## config.mk

```make
export PLATFORM = sky130hd
export DESIGN_NAME = spoken_clock_phrase_builder_core
export DESIGN_NICKNAME = d
export VERILOG_FILES = /design/src/hdl/scpb_pkg.sv /design/src/hdl/scpb_front.sv /design/src/hdl/scpb_queue.sv /design/src/hdl/scpb_back.sv /design/src/hdl/spoken_clock_phrase_builder_core.sv
export SDC_FILE = /design/constraint.sdc
export NUM_CORES = 1
export LEC_CHECK = 0
export BUFFER_PORTS_ARGS = -buffer_cell sky130_fd_sc_hd__buf_2
export CAP_MARGIN = 40
export CORE_MARGIN = 4
export CORE_UTILIZATION = 50
export DETAILED_ROUTE_END_ITERATION = 10
export GPL_ROUTABILITY_DRIVEN = 0
export GPL_TIMING_DRIVEN = 0
export PLACE_DENSITY = 0.77
export SLEW_MARGIN = 20
export SYNTH_ARGS = -nofsm -noshare
export SYNTH_HDL_FRONTEND = slang
export SYNTH_SLANG_ARGS = --single-unit
```

## constraint.sdc

```tcl
create_clock -name clk -period 12.6 [get_ports clk]
set_input_delay 1.89 -clock clk [delete_from_list [all_inputs] [get_ports clk]]
set_output_delay 1.89 -clock clk [all_outputs]
set_load 0.01 [all_outputs]
```

## src/hdl/scpb_pkg.sv

```systemverilog
// Shared types and codes for the spoken clock phrase builder.
// Holds the request classes, the queued phrase descriptor, clip folder and
// word codes, and the sequencer step type. No dependencies.
package scpb_pkg;

	// Queue depth default for the front-to-back descriptor queue
	localparam int SCPB_QUEUE_DEPTH = 8;

	// Request function codes
	localparam logic [1:0] FUNC_ANNOUNCE = 2'd0;
	localparam logic [1:0] FUNC_ALARM    = 2'd1;
	localparam logic [1:0] FUNC_EFFECT   = 2'd2;

	// Clip folders
	localparam logic [2:0] FOLD_WORDS  = 3'd1;
	localparam logic [2:0] FOLD_TENS   = 3'd2;
	localparam logic [2:0] FOLD_DIGITS = 3'd3;
	localparam logic [2:0] FOLD_ALARM  = 3'd4;
	localparam logic [2:0] FOLD_EFFECT = 3'd5;

	// Clips in the words folder
	localparam logic [4:0] W_YEAR      = 5'd1;
	localparam logic [4:0] W_MONTH     = 5'd2;
	localparam logic [4:0] W_DAY       = 5'd3;
	localparam logic [4:0] W_MINUTE    = 5'd5;
	localparam logic [4:0] W_MORNING   = 5'd7;
	localparam logic [4:0] W_AFTERNOON = 5'd8;
	localparam logic [4:0] W_WHOLE     = 5'd9;
	localparam logic [4:0] W_DIAN      = 5'd14;
	localparam logic [4:0] W_NOW       = 5'd15;
	localparam logic [4:0] W_WEEK      = 5'd16;
	localparam logic [4:0] W_PAUSE     = 5'd17;

	// Clip in the tens folder
	localparam logic [4:0] T_TEN = 5'd1;

	typedef enum logic [1:0] {
		KIND_NONE,
		KIND_ANNOUNCE,
		KIND_ALARM,
		KIND_EFFECT
	} scpb_kind_t;

	// A number below 64 split into tens and units
	typedef struct packed {
		logic [2:0] t;
		logic [3:0] u;
	} scpb_num_t;

	// One classified request as it waits in the queue
	typedef struct packed {
		scpb_kind_t kind;
		logic [3:0] snd_clip;
		logic [3:0] yd3;
		logic [3:0] yd2;
		logic [3:0] yd1;
		logic [3:0] yd0;
		scpb_num_t  month;
		scpb_num_t  date;
		scpb_num_t  hour;
		scpb_num_t  minute;
		logic [2:0] wday;
		logic       ampm;
		logic       pm;
	} scpb_entry_t;

	typedef enum logic [4:0] {
		STEP_SOUND,
		STEP_NOW,
		STEP_P0,
		STEP_Y3,
		STEP_Y2,
		STEP_Y1,
		STEP_Y0,
		STEP_YEARW,
		STEP_MON_T,
		STEP_MON_TEN,
		STEP_MON_U,
		STEP_MONW,
		STEP_DAT_T,
		STEP_DAT_TEN,
		STEP_DAT_U,
		STEP_DAYW,
		STEP_P1,
		STEP_WEEK,
		STEP_WDAY,
		STEP_P2,
		STEP_AMPM,
		STEP_HR_T,
		STEP_HR_TEN,
		STEP_HR_U,
		STEP_DIAN,
		STEP_WHOLE,
		STEP_MIN_Z,
		STEP_MIN_T,
		STEP_MIN_TEN,
		STEP_MIN_U,
		STEP_MINW,
		STEP_P3
	} scpb_step_t;

endpackage

```

## src/hdl/scpb_front.sv

```systemverilog
// Front end of the phrase builder: three-stage classify and digit split.
// Turns an accepted request into a queue descriptor. Depends on scpb_pkg.
module scpb_front import scpb_pkg::*; (
	input  logic        clk,
	input  logic        arst_n,
	input  logic        accept,
	input  logic [1:0]  func,
	input  logic [13:0] year,
	input  logic [3:0]  month,
	input  logic [4:0]  day_of_month,
	input  logic [2:0]  weekday,
	input  logic [4:0]  hour,
	input  logic [5:0]  minute,
	input  logic [7:0]  sound_index,
	input  logic        twelve_hour_mode,
	output logic        push,
	output scpb_entry_t entry,
	output logic [1:0]  inflight
);

	// Split a value below 64 into tens and units
	function automatic scpb_num_t split_num(input logic [5:0] n);
		scpb_num_t  r;
		logic [5:0] base;
		r.t  = '0;
		base = '0;
		for (int k = 1; k <= 6; k++) begin
			if (n >= 6'(k * 10)) begin
				r.t  = 3'(k);
				base = 6'(k * 10);
			end
		end
		r.u = 4'(n - base);
		return r;
	endfunction

	// Stage 1: captured request
	logic        valid_s1;
	logic [1:0]  func_s1;
	logic [13:0] year_s1;
	logic [3:0]  month_s1;
	logic [4:0]  date_s1;
	logic [2:0]  wday_s1;
	logic [4:0]  hour_s1;
	logic [5:0]  minute_s1;
	logic [7:0]  snd_s1;
	logic        mode_s1;

	scpb_kind_t  kind_c;
	logic [4:0]  yk_c;
	logic [13:0] thou_c;
	logic [9:0]  r1_c;
	logic [4:0]  hsp_c;
	logic        pm_c;
	logic [3:0]  sclip_c;

	always_ff @(posedge clk or negedge arst_n) begin
		if (!arst_n) begin
			valid_s1 <= 1'b0;
		end else begin
			valid_s1 <= accept;
		end
	end

	always_ff @(posedge clk) begin
		if (accept) begin
			func_s1   <= func;
			year_s1   <= year;
			month_s1  <= month;
			date_s1   <= day_of_month;
			wday_s1   <= weekday;
			hour_s1   <= hour;
			minute_s1 <= minute;
			snd_s1    <= sound_index;
			mode_s1   <= twelve_hour_mode;
		end
	end

	always_comb begin
		case (func_s1)
			FUNC_ANNOUNCE: kind_c = KIND_ANNOUNCE;
			FUNC_ALARM:    kind_c = KIND_ALARM;
			FUNC_EFFECT:   kind_c = KIND_EFFECT;
			default:       kind_c = KIND_NONE;
		endcase
		// thousands by parallel compares against the multiples of 1000
		yk_c   = '0;
		thou_c = '0;
		for (int k = 1; k <= 16; k++) begin
			if (year_s1 >= 14'(k * 1000)) begin
				yk_c   = 5'(k);
				thou_c = 14'(k * 1000);
			end
		end
		r1_c = 10'(year_s1 - thou_c);
		// twelve-hour conversion
		pm_c = (hour_s1 >= 5'd12);
		if (mode_s1 && hour_s1 == 5'd0) begin
			hsp_c = 5'd12;
		end else if (mode_s1 && hour_s1 > 5'd12) begin
			hsp_c = hour_s1 - 5'd12;
		end else begin
			hsp_c = hour_s1;
		end
		sclip_c = (snd_s1 > 8'd9) ? 4'd10 : (snd_s1[3:0] + 4'd1);
	end

	// Stage 2: thousands done, hour converted
	logic        valid_s2;
	scpb_kind_t  kind_s2;
	logic [3:0]  yd3_s2;
	logic [9:0]  r1_s2;
	logic [3:0]  month_s2;
	logic [4:0]  date_s2;
	logic [2:0]  wday_s2;
	logic [4:0]  hour_s2;
	logic [5:0]  minute_s2;
	logic        ampm_s2;
	logic        pm_s2;
	logic [3:0]  sclip_s2;

	logic [3:0]  yh_c;
	logic [9:0]  hund_c;
	logic [6:0]  r2_c;

	always_ff @(posedge clk or negedge arst_n) begin
		if (!arst_n) begin
			valid_s2 <= 1'b0;
		end else begin
			valid_s2 <= valid_s1;
		end
	end

	always_ff @(posedge clk) begin
		if (valid_s1) begin
			kind_s2   <= kind_c;
			yd3_s2    <= (yk_c > 5'd9) ? 4'd9 : yk_c[3:0];
			r1_s2     <= r1_c;
			month_s2  <= month_s1;
			date_s2   <= date_s1;
			wday_s2   <= wday_s1;
			hour_s2   <= hsp_c;
			minute_s2 <= minute_s1;
			ampm_s2   <= mode_s1;
			pm_s2     <= pm_c;
			sclip_s2  <= sclip_c;
		end
	end

	always_comb begin
		yh_c   = '0;
		hund_c = '0;
		for (int k = 1; k <= 9; k++) begin
			if (r1_s2 >= 10'(k * 100)) begin
				yh_c   = 4'(k);
				hund_c = 10'(k * 100);
			end
		end
		r2_c = 7'(r1_s2 - hund_c);
	end

	// Stage 3: hundreds done, small fields split
	logic        valid_s3;
	scpb_kind_t  kind_s3;
	logic [3:0]  yd3_s3;
	logic [3:0]  yd2_s3;
	logic [6:0]  r2_s3;
	scpb_num_t   month_s3;
	scpb_num_t   date_s3;
	scpb_num_t   hour_s3;
	scpb_num_t   minute_s3;
	logic [2:0]  wday_s3;
	logic        ampm_s3;
	logic        pm_s3;
	logic [3:0]  sclip_s3;

	logic [3:0]  yt_c;
	logic [6:0]  tens_c;

	always_ff @(posedge clk or negedge arst_n) begin
		if (!arst_n) begin
			valid_s3 <= 1'b0;
		end else begin
			valid_s3 <= valid_s2;
		end
	end

	always_ff @(posedge clk) begin
		if (valid_s2) begin
			kind_s3   <= kind_s2;
			yd3_s3    <= yd3_s2;
			yd2_s3    <= yh_c;
			r2_s3     <= r2_c;
			month_s3  <= split_num({2'b00, month_s2});
			date_s3   <= split_num({1'b0, date_s2});
			hour_s3   <= split_num({1'b0, hour_s2});
			minute_s3 <= split_num(minute_s2);
			wday_s3   <= wday_s2;
			ampm_s3   <= ampm_s2;
			pm_s3     <= pm_s2;
			sclip_s3  <= sclip_s2;
		end
	end

	always_comb begin
		yt_c   = '0;
		tens_c = '0;
		for (int k = 1; k <= 9; k++) begin
			if (r2_s3 >= 7'(k * 10)) begin
				yt_c   = 4'(k);
				tens_c = 7'(k * 10);
			end
		end
		entry.kind     = kind_s3;
		entry.snd_clip = sclip_s3;
		entry.yd3      = yd3_s3;
		entry.yd2      = yd2_s3;
		entry.yd1      = yt_c;
		entry.yd0      = 4'(r2_s3 - tens_c);
		entry.month    = month_s3;
		entry.date     = date_s3;
		entry.hour     = hour_s3;
		entry.minute   = minute_s3;
		entry.wday     = wday_s3;
		entry.ampm     = ampm_s3;
		entry.pm       = pm_s3;
	end

	// drop requests with an unused function code
	assign push     = valid_s3 && (kind_s3 != KIND_NONE);
	assign inflight = 2'(valid_s1) + 2'(valid_s2) + 2'(valid_s3);

endmodule

```

## src/hdl/scpb_queue.sv

```systemverilog
// Descriptor queue between the front end and the clip sequencer.
// Small first-in first-out register array. Depends on scpb_pkg.
module scpb_queue import scpb_pkg::*; #(
	parameter int DEPTH = SCPB_QUEUE_DEPTH
) (
	input  logic                       clk,
	input  logic                       arst_n,
	input  logic                       push,
	input  scpb_entry_t                wdata,
	input  logic                       pop,
	output scpb_entry_t                head,
	output logic                       empty,
	output logic [$clog2(DEPTH+1)-1:0] count
);

	localparam int PW = $clog2(DEPTH);
	localparam int CW = $clog2(DEPTH + 1);

	scpb_entry_t     slot_q [DEPTH];
	logic [PW-1:0]   wptr_q;
	logic [PW-1:0]   rptr_q;
	logic [CW-1:0]   count_q;

	function automatic logic [PW-1:0] bump(input logic [PW-1:0] p);
		return (p == PW'(DEPTH - 1)) ? '0 : p + PW'(1);
	endfunction

	always_ff @(posedge clk) begin
		if (push) begin
			slot_q[wptr_q] <= wdata;
		end
	end

	always_ff @(posedge clk or negedge arst_n) begin
		if (!arst_n) begin
			wptr_q  <= '0;
			rptr_q  <= '0;
			count_q <= '0;
		end else begin
			if (push) begin
				wptr_q <= bump(wptr_q);
			end
			if (pop) begin
				rptr_q <= bump(rptr_q);
			end
			if (push && !pop) begin
				count_q <= count_q + CW'(1);
			end else if (pop && !push) begin
				count_q <= count_q - CW'(1);
			end
		end
	end

	assign head  = slot_q[rptr_q];
	assign empty = (count_q == '0);
	assign count = count_q;

	a_no_overflow: assert property (@(posedge clk) disable iff (!arst_n)
		push |-> (count_q < CW'(DEPTH)) || pop)
		else $error("queue written while full");

	a_no_underflow: assert property (@(posedge clk) disable iff (!arst_n)
		pop |-> count_q != '0)
		else $error("queue read while empty");

endmodule

```

## src/hdl/scpb_back.sv

```systemverilog
// Clip sequencer: walks one queued descriptor and emits one clip a cycle.
// Registered result outputs with a strobe. Depends on scpb_pkg.
module scpb_back import scpb_pkg::*; (
	input  logic        clk,
	input  logic        arst_n,
	input  logic        empty,
	input  scpb_entry_t head,
	output logic        pop,
	output logic        clip_strobe,
	output logic [2:0]  clip_folder,
	output logic [4:0]  clip_number,
	output logic        last_clip
);

	function automatic logic [4:0] dclip(input logic [3:0] d);
		return {1'b0, d} + 5'd1;
	endfunction

	// first step of a number group: tens digit from 20, "ten" from 10, else units
	function automatic scpb_step_t num_entry(input scpb_num_t n, input scpb_step_t st_t,
	                                         input scpb_step_t st_ten, input scpb_step_t st_u);
		if (n.t >= 3'd2) begin
			return st_t;
		end else if (n.t == 3'd1) begin
			return st_ten;
		end
		return st_u;
	endfunction

	logic        active_q;
	scpb_step_t  step_q;
	scpb_entry_t cur_q;

	logic        active_d;
	scpb_step_t  step_d;
	scpb_step_t  nxt;
	logic [2:0]  fold_c;
	logic [4:0]  num_c;
	logic        last_c;
	logic        load;

	logic        strobe_q;
	logic [2:0]  folder_q;
	logic [4:0]  number_q;
	logic        last_q;

	always_ff @(posedge clk or negedge arst_n) begin
		if (!arst_n) begin
			active_q <= 1'b0;
			step_q   <= STEP_SOUND;
		end else begin
			active_q <= active_d;
			step_q   <= step_d;
		end
	end

	always_ff @(posedge clk) begin
		if (load) begin
			cur_q <= head;
		end
	end

	always_comb begin
		fold_c = FOLD_WORDS;
		num_c  = W_PAUSE;
		last_c = 1'b0;
		nxt    = step_q;
		case (step_q)
			STEP_SOUND: begin
				fold_c = (cur_q.kind == KIND_ALARM) ? FOLD_ALARM : FOLD_EFFECT;
				num_c  = {1'b0, cur_q.snd_clip};
				last_c = 1'b1;
			end
			STEP_NOW: begin
				num_c = W_NOW;
				nxt   = STEP_P0;
			end
			STEP_P0: nxt = STEP_Y3;
			STEP_Y3: begin
				fold_c = FOLD_DIGITS;
				num_c  = dclip(cur_q.yd3);
				nxt    = STEP_Y2;
			end
			STEP_Y2: begin
				fold_c = FOLD_DIGITS;
				num_c  = dclip(cur_q.yd2);
				nxt    = STEP_Y1;
			end
			STEP_Y1: begin
				fold_c = FOLD_DIGITS;
				num_c  = dclip(cur_q.yd1);
				nxt    = STEP_Y0;
			end
			STEP_Y0: begin
				fold_c = FOLD_DIGITS;
				num_c  = dclip(cur_q.yd0);
				nxt    = STEP_YEARW;
			end
			STEP_YEARW: begin
				num_c = W_YEAR;
				nxt   = num_entry(cur_q.month, STEP_MON_T, STEP_MON_TEN, STEP_MON_U);
			end
			STEP_MON_T: begin
				fold_c = FOLD_DIGITS;
				num_c  = dclip({1'b0, cur_q.month.t});
				nxt    = STEP_MON_TEN;
			end
			STEP_MON_TEN: begin
				fold_c = FOLD_TENS;
				num_c  = T_TEN;
				nxt    = (cur_q.month.u != 4'd0) ? STEP_MON_U : STEP_MONW;
			end
			STEP_MON_U: begin
				fold_c = FOLD_DIGITS;
				num_c  = dclip(cur_q.month.u);
				nxt    = STEP_MONW;
			end
			STEP_MONW: begin
				num_c = W_MONTH;
				nxt   = num_entry(cur_q.date, STEP_DAT_T, STEP_DAT_TEN, STEP_DAT_U);
			end
			STEP_DAT_T: begin
				fold_c = FOLD_DIGITS;
				num_c  = dclip({1'b0, cur_q.date.t});
				nxt    = STEP_DAT_TEN;
			end
			STEP_DAT_TEN: begin
				fold_c = FOLD_TENS;
				num_c  = T_TEN;
				nxt    = (cur_q.date.u != 4'd0) ? STEP_DAT_U : STEP_DAYW;
			end
			STEP_DAT_U: begin
				fold_c = FOLD_DIGITS;
				num_c  = dclip(cur_q.date.u);
				nxt    = STEP_DAYW;
			end
			STEP_DAYW: begin
				num_c = W_DAY;
				nxt   = STEP_P1;
			end
			STEP_P1: nxt = STEP_WEEK;
			STEP_WEEK: begin
				num_c = W_WEEK;
				nxt   = STEP_WDAY;
			end
			STEP_WDAY: begin
				// Sunday speaks the "day" word
				if (cur_q.wday == 3'd7) begin
					num_c = W_DAY;
				end else begin
					fold_c = FOLD_DIGITS;
					num_c  = dclip({1'b0, cur_q.wday});
				end
				nxt = STEP_P2;
			end
			STEP_P2: begin
				nxt = cur_q.ampm ? STEP_AMPM
				                 : num_entry(cur_q.hour, STEP_HR_T, STEP_HR_TEN, STEP_HR_U);
			end
			STEP_AMPM: begin
				num_c = cur_q.pm ? W_AFTERNOON : W_MORNING;
				nxt   = num_entry(cur_q.hour, STEP_HR_T, STEP_HR_TEN, STEP_HR_U);
			end
			STEP_HR_T: begin
				fold_c = FOLD_DIGITS;
				num_c  = dclip({1'b0, cur_q.hour.t});
				nxt    = STEP_HR_TEN;
			end
			STEP_HR_TEN: begin
				fold_c = FOLD_TENS;
				num_c  = T_TEN;
				nxt    = (cur_q.hour.u != 4'd0) ? STEP_HR_U : STEP_DIAN;
			end
			STEP_HR_U: begin
				fold_c = FOLD_DIGITS;
				num_c  = dclip(cur_q.hour.u);
				nxt    = STEP_DIAN;
			end
			STEP_DIAN: begin
				num_c = W_DIAN;
				if (cur_q.minute.t == 3'd0 && cur_q.minute.u == 4'd0) begin
					nxt = STEP_WHOLE;
				end else if (cur_q.minute.t == 3'd0) begin
					nxt = STEP_MIN_Z;
				end else begin
					nxt = num_entry(cur_q.minute, STEP_MIN_T, STEP_MIN_TEN, STEP_MIN_U);
				end
			end
			STEP_WHOLE: begin
				num_c = W_WHOLE;
				nxt   = STEP_P3;
			end
			STEP_MIN_Z: begin
				// leading zero for minutes one to nine
				fold_c = FOLD_DIGITS;
				num_c  = dclip(4'd0);
				nxt    = STEP_MIN_U;
			end
			STEP_MIN_T: begin
				fold_c = FOLD_DIGITS;
				num_c  = dclip({1'b0, cur_q.minute.t});
				nxt    = STEP_MIN_TEN;
			end
			STEP_MIN_TEN: begin
				fold_c = FOLD_TENS;
				num_c  = T_TEN;
				nxt    = (cur_q.minute.u != 4'd0) ? STEP_MIN_U : STEP_MINW;
			end
			STEP_MIN_U: begin
				fold_c = FOLD_DIGITS;
				num_c  = dclip(cur_q.minute.u);
				nxt    = STEP_MINW;
			end
			STEP_MINW: begin
				num_c = W_MINUTE;
				nxt   = STEP_P3;
			end
			STEP_P3: last_c = 1'b1;
			default: last_c = 1'b1;
		endcase

		// take the next descriptor when idle or on the last clip of this one
		load     = (!active_q || last_c) && !empty;
		active_d = active_q;
		step_d   = step_q;
		if (load) begin
			active_d = 1'b1;
			step_d   = (head.kind == KIND_ANNOUNCE) ? STEP_NOW : STEP_SOUND;
		end else if (active_q && last_c) begin
			active_d = 1'b0;
		end else if (active_q) begin
			step_d = nxt;
		end
	end

	always_ff @(posedge clk or negedge arst_n) begin
		if (!arst_n) begin
			strobe_q <= 1'b0;
		end else begin
			strobe_q <= active_q;
		end
	end

	always_ff @(posedge clk) begin
		folder_q <= fold_c;
		number_q <= num_c;
		last_q   <= last_c;
	end

	assign pop         = load;
	assign clip_strobe = strobe_q;
	assign clip_folder = folder_q;
	assign clip_number = number_q;
	assign last_clip   = strobe_q && last_q;

	a_phrase_gapless: assert property (@(posedge clk) disable iff (!arst_n)
		(strobe_q && !last_q) |=> strobe_q)
		else $error("gap inside a phrase");

	a_load_only_free: assert property (@(posedge clk) disable iff (!arst_n)
		(active_q && !last_c) |-> !load)
		else $error("descriptor taken while a phrase is running");

endmodule

```

## src/hdl/spoken_clock_phrase_builder_core.sv

```systemverilog
// Top level of the spoken clock phrase builder.
// Instantiates scpb_front, scpb_queue and scpb_back; depends on scpb_pkg.
//
// Usage:
//   Request channel: a request is taken at a rising edge with start high and
//   busy low. func 0 announces the date and time, 1 and 2 play one alarm or
//   effect clip, 3 is accepted and yields nothing.
//   Result channel: each clip code (clip_folder, clip_number) shows for one
//   cycle with clip_strobe high; last_clip marks the final clip of a phrase.
//   The receiver cannot stall; clips leave at one per cycle.
//   Configuration: cfg_data[0] sets twelve_hour_mode on a cfg_valid and
//   cfg_ready transfer; cfg_ready is always high. Write it only while idle.
// Timing:
//   The first clip passes three front stages, the queue, the sequencer state
//   register and the sequencer output register. A phrase then streams one
//   clip per cycle: 1 clip for a sound, up to 27 for an announce. The
//   sequencer stepping one clip a cycle sets the sustained rate; the queue
//   lets new requests be taken every cycle until DEPTH requests are pending.
// Reset:
//   arst_n clears the pipeline, queue and sequencer and sets 24-hour mode.
module spoken_clock_phrase_builder_core import scpb_pkg::*; #(
	parameter int DEPTH = SCPB_QUEUE_DEPTH
) (
	input  logic        clk,
	input  logic        arst_n,
	input  logic        start,
	output logic        busy,
	input  logic [1:0]  func,
	input  logic [13:0] year,
	input  logic [3:0]  month,
	input  logic [4:0]  day_of_month,
	input  logic [2:0]  weekday,
	input  logic [4:0]  hour,
	input  logic [5:0]  minute,
	input  logic [7:0]  sound_index,
	input  logic        cfg_valid,
	output logic        cfg_ready,
	input  logic        cfg_data,
	output logic        clip_strobe,
	output logic [2:0]  clip_folder,
	output logic [4:0]  clip_number,
	output logic        last_clip
);

	localparam int CW = $clog2(DEPTH + 1);

	logic              mode_q;
	logic              accept;
	logic              push;
	logic              pop;
	logic              empty;
	logic [1:0]        inflight;
	logic [CW-1:0]     count;
	logic [CW+1:0]     occupancy;
	scpb_entry_t       fe_entry;
	scpb_entry_t       head;

	// Hold the mode register; always ready for a write
	always_ff @(posedge clk or negedge arst_n) begin
		if (!arst_n) begin
			mode_q <= 1'b0;
		end else if (cfg_valid && cfg_ready) begin
			mode_q <= cfg_data;
		end
	end

	assign cfg_ready = 1'b1;

	// Reserve a queue slot for every request still in the front stages
	assign occupancy = (CW + 2)'(count) + (CW + 2)'(inflight);
	assign busy      = (occupancy >= (CW + 2)'(DEPTH));
	assign accept    = start && !busy;

	scpb_front u_front (
		.clk              (clk),
		.arst_n           (arst_n),
		.accept           (accept),
		.func             (func),
		.year             (year),
		.month            (month),
		.day_of_month     (day_of_month),
		.weekday          (weekday),
		.hour             (hour),
		.minute           (minute),
		.sound_index      (sound_index),
		.twelve_hour_mode (mode_q),
		.push             (push),
		.entry            (fe_entry),
		.inflight         (inflight)
	);

	scpb_queue #(
		.DEPTH (DEPTH)
	) u_queue (
		.clk    (clk),
		.arst_n (arst_n),
		.push   (push),
		.wdata  (fe_entry),
		.pop    (pop),
		.head   (head),
		.empty  (empty),
		.count  (count)
	);

	scpb_back u_back (
		.clk         (clk),
		.arst_n      (arst_n),
		.empty       (empty),
		.head        (head),
		.pop         (pop),
		.clip_strobe (clip_strobe),
		.clip_folder (clip_folder),
		.clip_number (clip_number),
		.last_clip   (last_clip)
	);

	a_busy_bound: assert property (@(posedge clk) disable iff (!arst_n)
		occupancy <= (CW + 2)'(DEPTH))
		else $error("more requests pending than queue slots");

endmodule

```

### After elaboration in Yosys (flattened, before gate mapping)

Memories as Yosys holds them, arrays and structs flattened.
Cells that the tools add are included.

| operators by class | value |
|---|---|
| $lt $le $gt $ge | 63 |
| multiply operators | 0 |
| reductions and logical operators | 41 |
| equality and inequality tests | 43 |
| multiplexer cells | 164 |
| shifts and indexed selects | 0 |
| bitwise operators | 0 |
| add/subtract/negate cells | 29 |
| divide/modulo/power cells | 0 |

Operators by type and width:

| operator | count |
|---|---|
| $mux W4 | 53 |
| $mux W10 | 16 |
| $pmux W5 S29 | 1 |
| $pmux W5 S23 | 1 |
| $ge A14 B14 Y1 const B | 8 |
| $mux W5 | 22 |
| $eq A5 B5 Y1 const B | 16 |
| $mux W7 | 9 |
| $ge A14 B13 Y1 const B | 4 |
| $add A4 B1 Y5 const B | 8 |
| $eq A5 B4 Y1 const B | 8 |
| $ge A10 B10 Y1 const B | 4 |
| $ge A5 B6 Y1 const B | 6 |
| $mux W2 | 18 |
| $mux W1 | 32 |
| $ge A10 B9 Y1 const B | 3 |
| $mux W3 | 10 |
| $reduce_bool A30 Y1 | 1 |
| $ge A14 B12 Y1 const B | 2 |
| $ge A7 B6 Y1 const B | 3 |
| $ge A7 B7 Y1 const B | 3 |
| $add A3 B1 Y4 const B | 5 |
| $eq A5 B3 Y1 const B | 4 |
| $ge A5 B4 Y1 const B | 4 |
| 49 further kinds | 99 |

| word-level totals | value |
|---|---|
| output and inout port bits | 12 |
| bits in latches | 0 |
| RAM bits | 440 |
| ROM bits | 0 |
| flip-flop bits (word level) | 232 |
| input bits | 52 |
| memories kept | 1 |

Memories:

| memory | words | width | rd ports | clocked after memory_dff | write ports | line | RTL |
|---|---|---|---|---|---|---|---|
| u_queue.slot_q | 8 | 55 | 1 | 0 | 1 | scpb_queue.sv:19 | `scpb_entry_t slot_q [DEPTH];` |

### Longest topological paths before layout

Gate-level depths: netlist of the first run.

| depth | value |
|---|---|
| depth in word-level cells | 18 |
| mapped depth | 16 |
| gate-level depth less buffers | 15 |

### Hierarchy

From an unflattened synthesis of the first run, not the netlist that was laid out.

| unflattened totals | value |
|---|---|
| cell total of the unflattened synthesis | 1566 |
| area, all modules | 27764.1 sq um |

Modules (own cells, without submodules):

| module | seq. area each (sq um) | cells an instance | area an instance (sq um) | times used |
|---|---|---|---|---|
| scpb_queue | 13462.9 | 699 | 17136.4 | 1 |
| scpb_front | 4369.2 | 497 | 6623.9 | 1 |
| scpb_back | 2006.9 | 354 | 3851.2 | 1 |
| spoken_clock_phrase_builder_core | 25.0 | 16 | 152.6 | 1 |

### Least setup slack after synthesis of the first run

Ideal clock, no wire load.

| timing | value |
|---|---|
| path kind | register -> register |
| start point | register u_front.kind_s3[1] |
| end point | memory u_queue.slot_q[0][0] (netlist bit) (enable) |
| buffers on the path | 0 |
| library setup time | 0.586 ns |
| cell stages (with the launch flop) | 3 |
| arrival | 5.507 ns |
| required time | 12.014 ns |
| path slack | 6.507 ns |
| cells stage by stage | edfxtp_1 o21ai_1 nor4_1 |

| on the way | value |
|---|---|
| longest elaborated chain between the ends | 4 |

RTL lines:

| item | line | RTL |
|---|---|---|
| start: declaration | scpb_front.sv:164 | `scpb_kind_t kind_s3;` |
| start signal: assignment | scpb_front.sv:190 | `kind_s3 <= kind_s2;` |
| $reduce_bool A2 Y1 | scpb_front.sv:230 | `assign push = valid_s3 && (kind_s3 != KIND_NONE);` |
| $logic_and A1 B1 Y1 | scpb_front.sv:230 |  |
| $mux W1 | scpb_queue.sv:29 | `if (push) begin` |
| $mux W1 (not written as such) | scpb_queue.sv:30 | `slot_q[wptr_q] <= wdata;` |
| end: declaration | scpb_queue.sv:19 |  |

No other way between the ends.

### Worst setup path in the final report of the first run

| timing | value |
|---|---|
| start point | register u_front.valid_s1 |
| end point | output busy |

| on the way | value |
|---|---|
| longest elaborated chain between the ends | 4 |

RTL lines:

| item | line | RTL |
|---|---|---|
| start: declaration | scpb_front.sv:38 | `logic valid_s1;` |
| start signal: assignment | scpb_front.sv:61 | `valid_s1 <= accept;` |
| $add A1 B1 Y2 | scpb_front.sv:231 | `assign inflight = 2'(valid_s1) + 2'(valid_s2) + 2'(valid_s3);` |
| $add A2 B1 Y2 | scpb_front.sv:231 |  |
| $add A4 B2 Y5 | spoken_clock_phrase_builder_core.sv:70 | `assign occupancy = (CW + 2)'(count) + (CW + 2)'(inflight);` |
| $ge A5 B4 Y1 | spoken_clock_phrase_builder_core.sv:71 | `assign busy = (occupancy >= (CW + 2)'(DEPTH));` |
| end: declaration | spoken_clock_phrase_builder_core.sv:27 | `output logic busy,` |

No other way between the ends.

==> results of run 1 <==
[report_power, final]
part	internal [uW]	leakage (uW)	switching, uW
Combinational	960	0.00333	1310
Sequential	3050	0.00583	321
Clock	1010	0.000928	748
[flip-flops by register name, summed over array words and instances, names as in the netlist, 5 cells and up]
register,cells
u_front.date_s2,5
u_front.hour_s1,5
u_front.r1_s2,10
u_front.minute_s1,6
u_back.step_q,5
u_front.minute_s2,6
u_front.date_s1,5
u_front.snd_s1,8
u_back.clip_number,5
u_front.year_s1,14
u_front.r2_s3,7
u_front.hour_s2,5
u_queue.slot_q,408
u_front.entry,24
u_back.cur_q,51
[worst max-delay path, cell delays in order (launching register included)]
cell and delay [ns]:
dfrtp_4 0.65, fa_1 0.48, ha_1 0.22, fa_1 0.36, nor2b_1 0.11, a31oi_1 0.14
buf_2 0.18
[area by class of cell]
type	count	area, sq um	area share (%)
buffer	69	354	1.19
clock buffer	71	1560	5.26
clock inverter	39	349	1.17
inverter	61	229	0.770
multi-input combinational	720	6700	22.5
sequential	632	18800	63.2
tap	680	851	2.86
timing repair buffer	118	891	3.00
[final timing paths]
check                      slack (ns)                      endpoint                         start  cells past startpoint
max                              7.96                          busy    u_front.valid_s1$_DFF_PN0_                      6
min                              0.42  u_front.wday_s2[2]$_DFFE_PP_  u_front.wday_s1[2]$_DFFE_PP_                      0
max reg2reg                      9.10    u_front.r1_s2[9]$_DFFE_PP_  u_front.year_s1[6]$_DFFE_PP_                     16
min reg2reg                      0.42  u_front.wday_s2[2]$_DFFE_PP_  u_front.wday_s1[2]$_DFFE_PP_                      0
max in group asynchronous       10.89    u_front.valid_s2$_DFF_PN0_                        arst_n                      1
min in group asynchronous        1.27   u_back.active_q$_DFFE_PN0P_                        arst_n                      1
[routing by layer]
metal	track usage (%)	vias up
met1	27.5	7187
li1	-	6250
met2	32.0	809
met3	3.85	148
met4	6.74	0
met5	0	-
[layout by cell type, fill, tap and decap left out, types with 8 or more instances in the layout]
cell type  count
a21o_1        17
a21oi_1       59
a31oi_1       18
buf_12         9
buf_2         91
buf_4         36
buf_6         10
clkbuf_1      41
clkbuf_16     61
clkinv_1      17
clkinv_2      10
dfrtp_1       19
dfxtp_1        9
edfxtp_1     602
fa_1           8
ha_1          38
inv_1         58
mux2_2        54
mux4_2       102
nand2_1       62
nand2b_1      16
nand3_1       11
nor2_1        61
nor2b_1       13
nor3_1        24
nor4_1         9
o21ai_0       44
xnor2_1       20
[metrics by stage]
stage | utilization [%] | hold WS, ns | power, uW | worst slack [ns]
final | 57.8 | 0.418 | 7390 | 7.96
after floorplan | - | 0.391 | 4840 | 6.51
after CTS | 57.8 | 0.419 | 7430 | 7.90
after global placement | 52.9 | 0.402 | 5490 | 1.33
after detailed placement | 54.1 | 0.405 | 5640 | 8.56
after global routing | 57.8 | 0.424 | 7760 | 7.82
[logic make-up (layout without fill, tap and decap cells)]
logic type	count (synthesis)	in the layout	synth area share (%)
other cells	1	1	0.0144
xor+xnor	27	27	0.909
simple gates	251	251	4.81
compound gates	231	231	5.87
buf+inv	130	358	2.24
mux	164	164	11.5
fa+ha+maj	46	46	2.44
flops	632	632	72.2
==> summary.txt, run 1 <==
GRT
  – Gr usage total: 19.8%
  – First-pass GRT wire length: 85900 um
  – Global route total overflow: 0
  – Initial antenna violation count: 0
  – Largest net degree at the start of global routing: 38
  – Vias in the first global route: 14400

Synth
  – Mapped Cells: 1482
  – Syn Nets: 1580
  – Number of synthesized flops with an enable pin: 602
  – Synth area leaders: edfxtp_1, mux4_2, mux2_2
  – Post-synth ARST share: 3.32%
  – Seq cells post-synth: 632
  – Top-area cell type share of the netlist area: 69.5%
  – Top post-synthesis cells by count: edfxtp_1, mux4_2, nor2_1, nand2_1
  – Ys Warns: 0
  – Seq/Total Area, Yosys: 72.2%
  – Synth area leader: edfxtp_1
  – Synth Flop Type: edfxtp_1
  – Synth unique cells: 83
  – Post-Syn Area per Cell: 17.5 sq um
  – Post-Syn Area: 26000 sq um
  – Dominant cell by count in the synthesized netlist: edfxtp_1

Routing
  – Drt pass-1 iters: 8
  – Final wirelength: 55200 um
  – # DRC: 0
  – Antenna Nets Post-Route: 0
  – Drt wl/cell: 23.1 um
  – Met2 wire len: 26500 um
  – Top layer reached by signal wires: met4
  – Detailed Route Iter0 Violations: 1808
  – Wl on met1: 21900 um
  – DR vias: 14400
  – Vias per cell: 6.02
  – Met3 WL: 4630 um

CTS
  – CTS H-tree depth: 2
  – Longest Clk Path Bufs: 3
  – Post-CTS Resized: 0
  – Clk sinks: 632
  – # hold bufs at CTS: 0
  – CTS tree: yes
  – Clock root buffer: clkbuf_16
  – Clk_lat worst skew: 0.61 ns
  – CTS Buf Count: 60
  – Post-CTS Setup Inserts: 0
  – Reg clk slew, reported paths: 0.06 ns

Cells and area
  – Syn-to-layout area delta: 14.3%
  – Layout Cells excl Fill: 2390
  – NumNets Final: 1760
  – Cell area after layout: 29700 sq um
  – FILL cells: 3668
  – Antenna diodes: 0
  – Share of layout cells above drive strength 1: 24.3%

Flow run
  – Max-cap viol count: 0

STA
  – Final Hold Vio Count: 0
  – Max Clk Rate: 215 MHz
  – Tightest Pin Transition: 0.854 ns
  – Period utilisation layout: 36.8%
  – Slew margin rel.: 43.0%
  – Final Setup Violations: 0
  – Setup_tns: 0 ns
  – Final slew viol count: 0
  – Skew final: 0.0171 ns
  – RSZ-0062 raised after global routing: false
  – Final min period: 4.64 ns

Floorplanning
  – Die Ht: 236 um
  – I/O Pins: 64
  – Horiz. Die Dim: 236 um
  – Core Footprint: 51400 sq um
  – Starting Density: 50.6%
  – Die ar.: 55700 sq um
  – # rows: 83

Pwr
  – Peak VDD IR: 109 uV
  – Leakage power: 0.0101 uW
  – Pwr/cell area: 249 nW/um^2

Setup path
  – Arr. time, crit path: 2.75 ns
  – Crit Path Category: reg -> out
  – Worst endpoint required time: 10.71 ns
  – Crit end category: output port
  – Startpoint types: flop
  – Worst-path maximum fanout: 19

Status
  – Status: complete, no violations

Place
  – IO buf count: 62
  – Placed inst area: 27800 sq um
  – DP Cell Count: 2278
  – Post-DP HPWL: 37200 um

Min path
  – Worst Hold Class: reg -> reg
(Power assumes the default switching activity.)
==> run 2: changes to the inputs <==
==> constraint.sdc (replaced) <==
create_clock -name clk -period 4.3 [get_ports clk]
set_input_delay 0.645 -clock clk [delete_from_list [all_inputs] [get_ports clk]]
set_output_delay 0.645 -clock clk [all_outputs]
set_load 0.01 [all_outputs]
==> run 2 against run 1 <==
Total power rose to 2.9 times the previous value. Sequential power rose to 2.9 times the previous value. Combinational power rose to 3.0 times the previous value. Non-clock buffer count down 3. Core utilization up 0.21 points. Critical path depth up 10. Clock skew down 0.0025 ns. Via count down 0.38%. First-iteration DRC count down 0.88%. Sequential cell count unchanged. Largest power group unchanged.
==> summary.txt, run 2 (synthesis gave the netlist of run 1 again) <==
Cells and area
  – Share of layout cells above drive strength 1: 24.4%
  – Seq. cell area: 18800 sq um
  – Largest Register: u_queue.slot_q
  – Most common cell after layout, fill and taps aside: edfxtp_1
  – Most frequent cells in the layout: edfxtp_1, mux4_2, buf_2, nand2_1
  – FILL cells: 3709
  – NumNets Final: 1757
  – Area of the multi-input gates: 6710 sq um
  – Syn-to-layout area delta: 14.7%
  – Largest register FFs: 408
  – Cell area after layout: 29800 sq um

CTS
  – Longest Clk Path Bufs: 3
  – CTS Buf Count: 60
  – Clk sinks: 632
  – Clk_lat worst skew: 0.61 ns
  – CTS H-tree depth: 2
  – # hold bufs at CTS: 0
  – CTS tree: yes
  – Reg clk slew, reported paths: 0.06 ns
  – Clock root buffer: clkbuf_16
  – Post-CTS Setup Inserts: 0
  – Post-CTS Resized: 0

Pwr
  – Peak VDD IR: 438 uV
  – Comb pwr share: 31.0%
  – Psw: 6950 uW
  – Sequential share of power: 45.3%
  – Sw frac: 32.1%
  – Clock power share: 23.6%
  – Pwr/cell area: 727 nW/um^2
  – Leakage power: 0.0101 uW
  – Int Pwr: 14700 uW

Routing
  – Vias per cell: 6.01
  – DR vias: 14300
  – Detailed Route Iter0 Violations: 1792
  – Final wirelength: 55700 um
  – Drt pass-1 iters: 7
  – Antenna Nets Post-Route: 0
  – Drt wl/cell: 23.3 um
  – # DRC: 0

Status
  – Status: complete, no violations

STA
  – Final Hold Vio Count: 0
  – Period utilisation layout: 81.7%
  – Skew final: 0.0146 ns
  – WHS: 0.0724 ns
  – RSZ-0062 raised after global routing: false
  – Final slew viol count: 0
  – Slew margin rel.: 38.0%
  – Final min period: 3.51 ns
  – Tightest Pin Transition: 0.922 ns
  – Final Setup Violations: 0
  – Max Clk Rate: 285 MHz

Setup path
  – Startpoint types: flop
  – Crit end category: flop
  – Worst endpoint required time: 4.65 ns
  – Crit Path Category: reg -> reg
  – Arr. time, crit path: 3.86 ns
  – Worst-path maximum fanout: 10

Floorplanning
  – Die ar.: 55700 sq um
  – Core Footprint: 51400 sq um
  – I/O Pins: 64
  – Starting Density: 50.6%
  – Die Ht: 236 um
  – Horiz. Die Dim: 236 um
  – # rows: 83

GRT
  – Largest net degree at the start of global routing: 39
  – First-pass GRT wire length: 85600 um
  – Vias in the first global route: 14400
  – Gr usage total: 19.9%
  – Global route total overflow: 0
  – Initial antenna violation count: 1

Min path
  – Worst Hold Class: in -> async

Place
  – Placed inst area: 27900 sq um
  – IO buf count: 62
  – Post-DP HPWL: 36400 um

Flow run
  – Max-cap viol count: 0
run 2: cell types whose count changed in the layout (fill, tap and decap cells not counted), moves of 2 or more:
cell / before / now
buf_4: 36 / 22
buf_6: 10 / 20
buf_8: 0 / 5
buf_2: 91 / 87
clkinv_1: 17 / 14
buf_16: 3 / 5
clkbuf_1: 41 / 39
run 2: cell type report:
type,instances,area share [%]
Sequential cell,632,63.0
Clock buffer,70,5.23
Buffer,69,1.19
Clock inverter,38,1.17
Tap cell,680,2.85
Antenna cell,1,0.00839
Multi-Input combinational cell,720,22.5
Inverter,61,0.767
Timing Repair Buffer,115,3.31
run 2: stage by stage:
step / setup WS, ns / utilization, % / power [uW] / TNS (ns) / cells
after floorplan: -0.426 / - / 14200 / -65.17 / 1482
after global placement: -4.43 / 52.9 / 16100 / -1113.57 / 2224
after detailed placement: 0.834 / 54.3 / 16600 / 0 / 2274
after CTS: 0.797 / 58.0 / 21800 / 0 / 2382
after global routing: 0.527 / 58.0 / 22800 / 0 / 2385
final: 0.787 / 58.0 / 21700 / 0 / 2386
run 2: per-layer routing:
layer	track usage [%]	vias up	share of wire (%)
met5	0	-	0.036
met1	26.8	7149	39
met3	3.32	162	8.1
met2	32.9	789	49
li1	-	6238	-
met4	7.56	2	4.0
run 2: power by group through the flow:
stage / Clock [uW] / Sequential (uW) / Combinational (uW)
global route: 5490 / 9960 / 7300
detailed placement: 0 / 9920 / 6630
finish: 5120 / 9830 / 6730
CTS: 5230 / 9820 / 6720
floorplan: 0 / 9700 / 4490
global placement: 0 / 10000 / 6020
run 2: final timing paths:
path / startpoint / endpoint / slack, ns / cells after the start
max in group asynchronous: arst_n / u_front.valid_s2$_DFF_PN0_ / 3.72 / 1
worst max register to register: u_front.year_s1[6]$_DFFE_PP_ / u_front.r1_s2[9]$_DFFE_PP_ / 0.79 / 16
min in group clk: day_of_month[4] / u_front.date_s1[4]$_DFFE_PP_ / 0.21 / 1
worst min-delay path: arst_n / u_queue.count[2]$_DFFE_PN0P_ / 0.07 / 1
worst max-delay path: u_front.year_s1[6]$_DFFE_PP_ / u_front.r1_s2[9]$_DFFE_PP_ / 0.79 / 16
worst min register to register: u_front.month_s1[2]$_DFFE_PP_ / u_front.month_s2[2]$_DFFE_PP_ / 0.41 / 0
run 2: worst max-delay path, stage by stage, from the launching register on:
cell      delay (ns)
edfxtp_1        0.38
clkbuf_1        0.33
nand2_1         0.21
o31ai_1         0.29
a21oi_1         0.15
and2_1          0.19
nor3b_1         0.20
a311o_1         0.19
ha_1            0.15
inv_1           0.06
fa_1            0.39
a21oi_1         0.17
nor2_1          0.05
nor2_1          0.14
o21bai_1        0.08
a21oi_1         0.17
xnor2_1         0.09
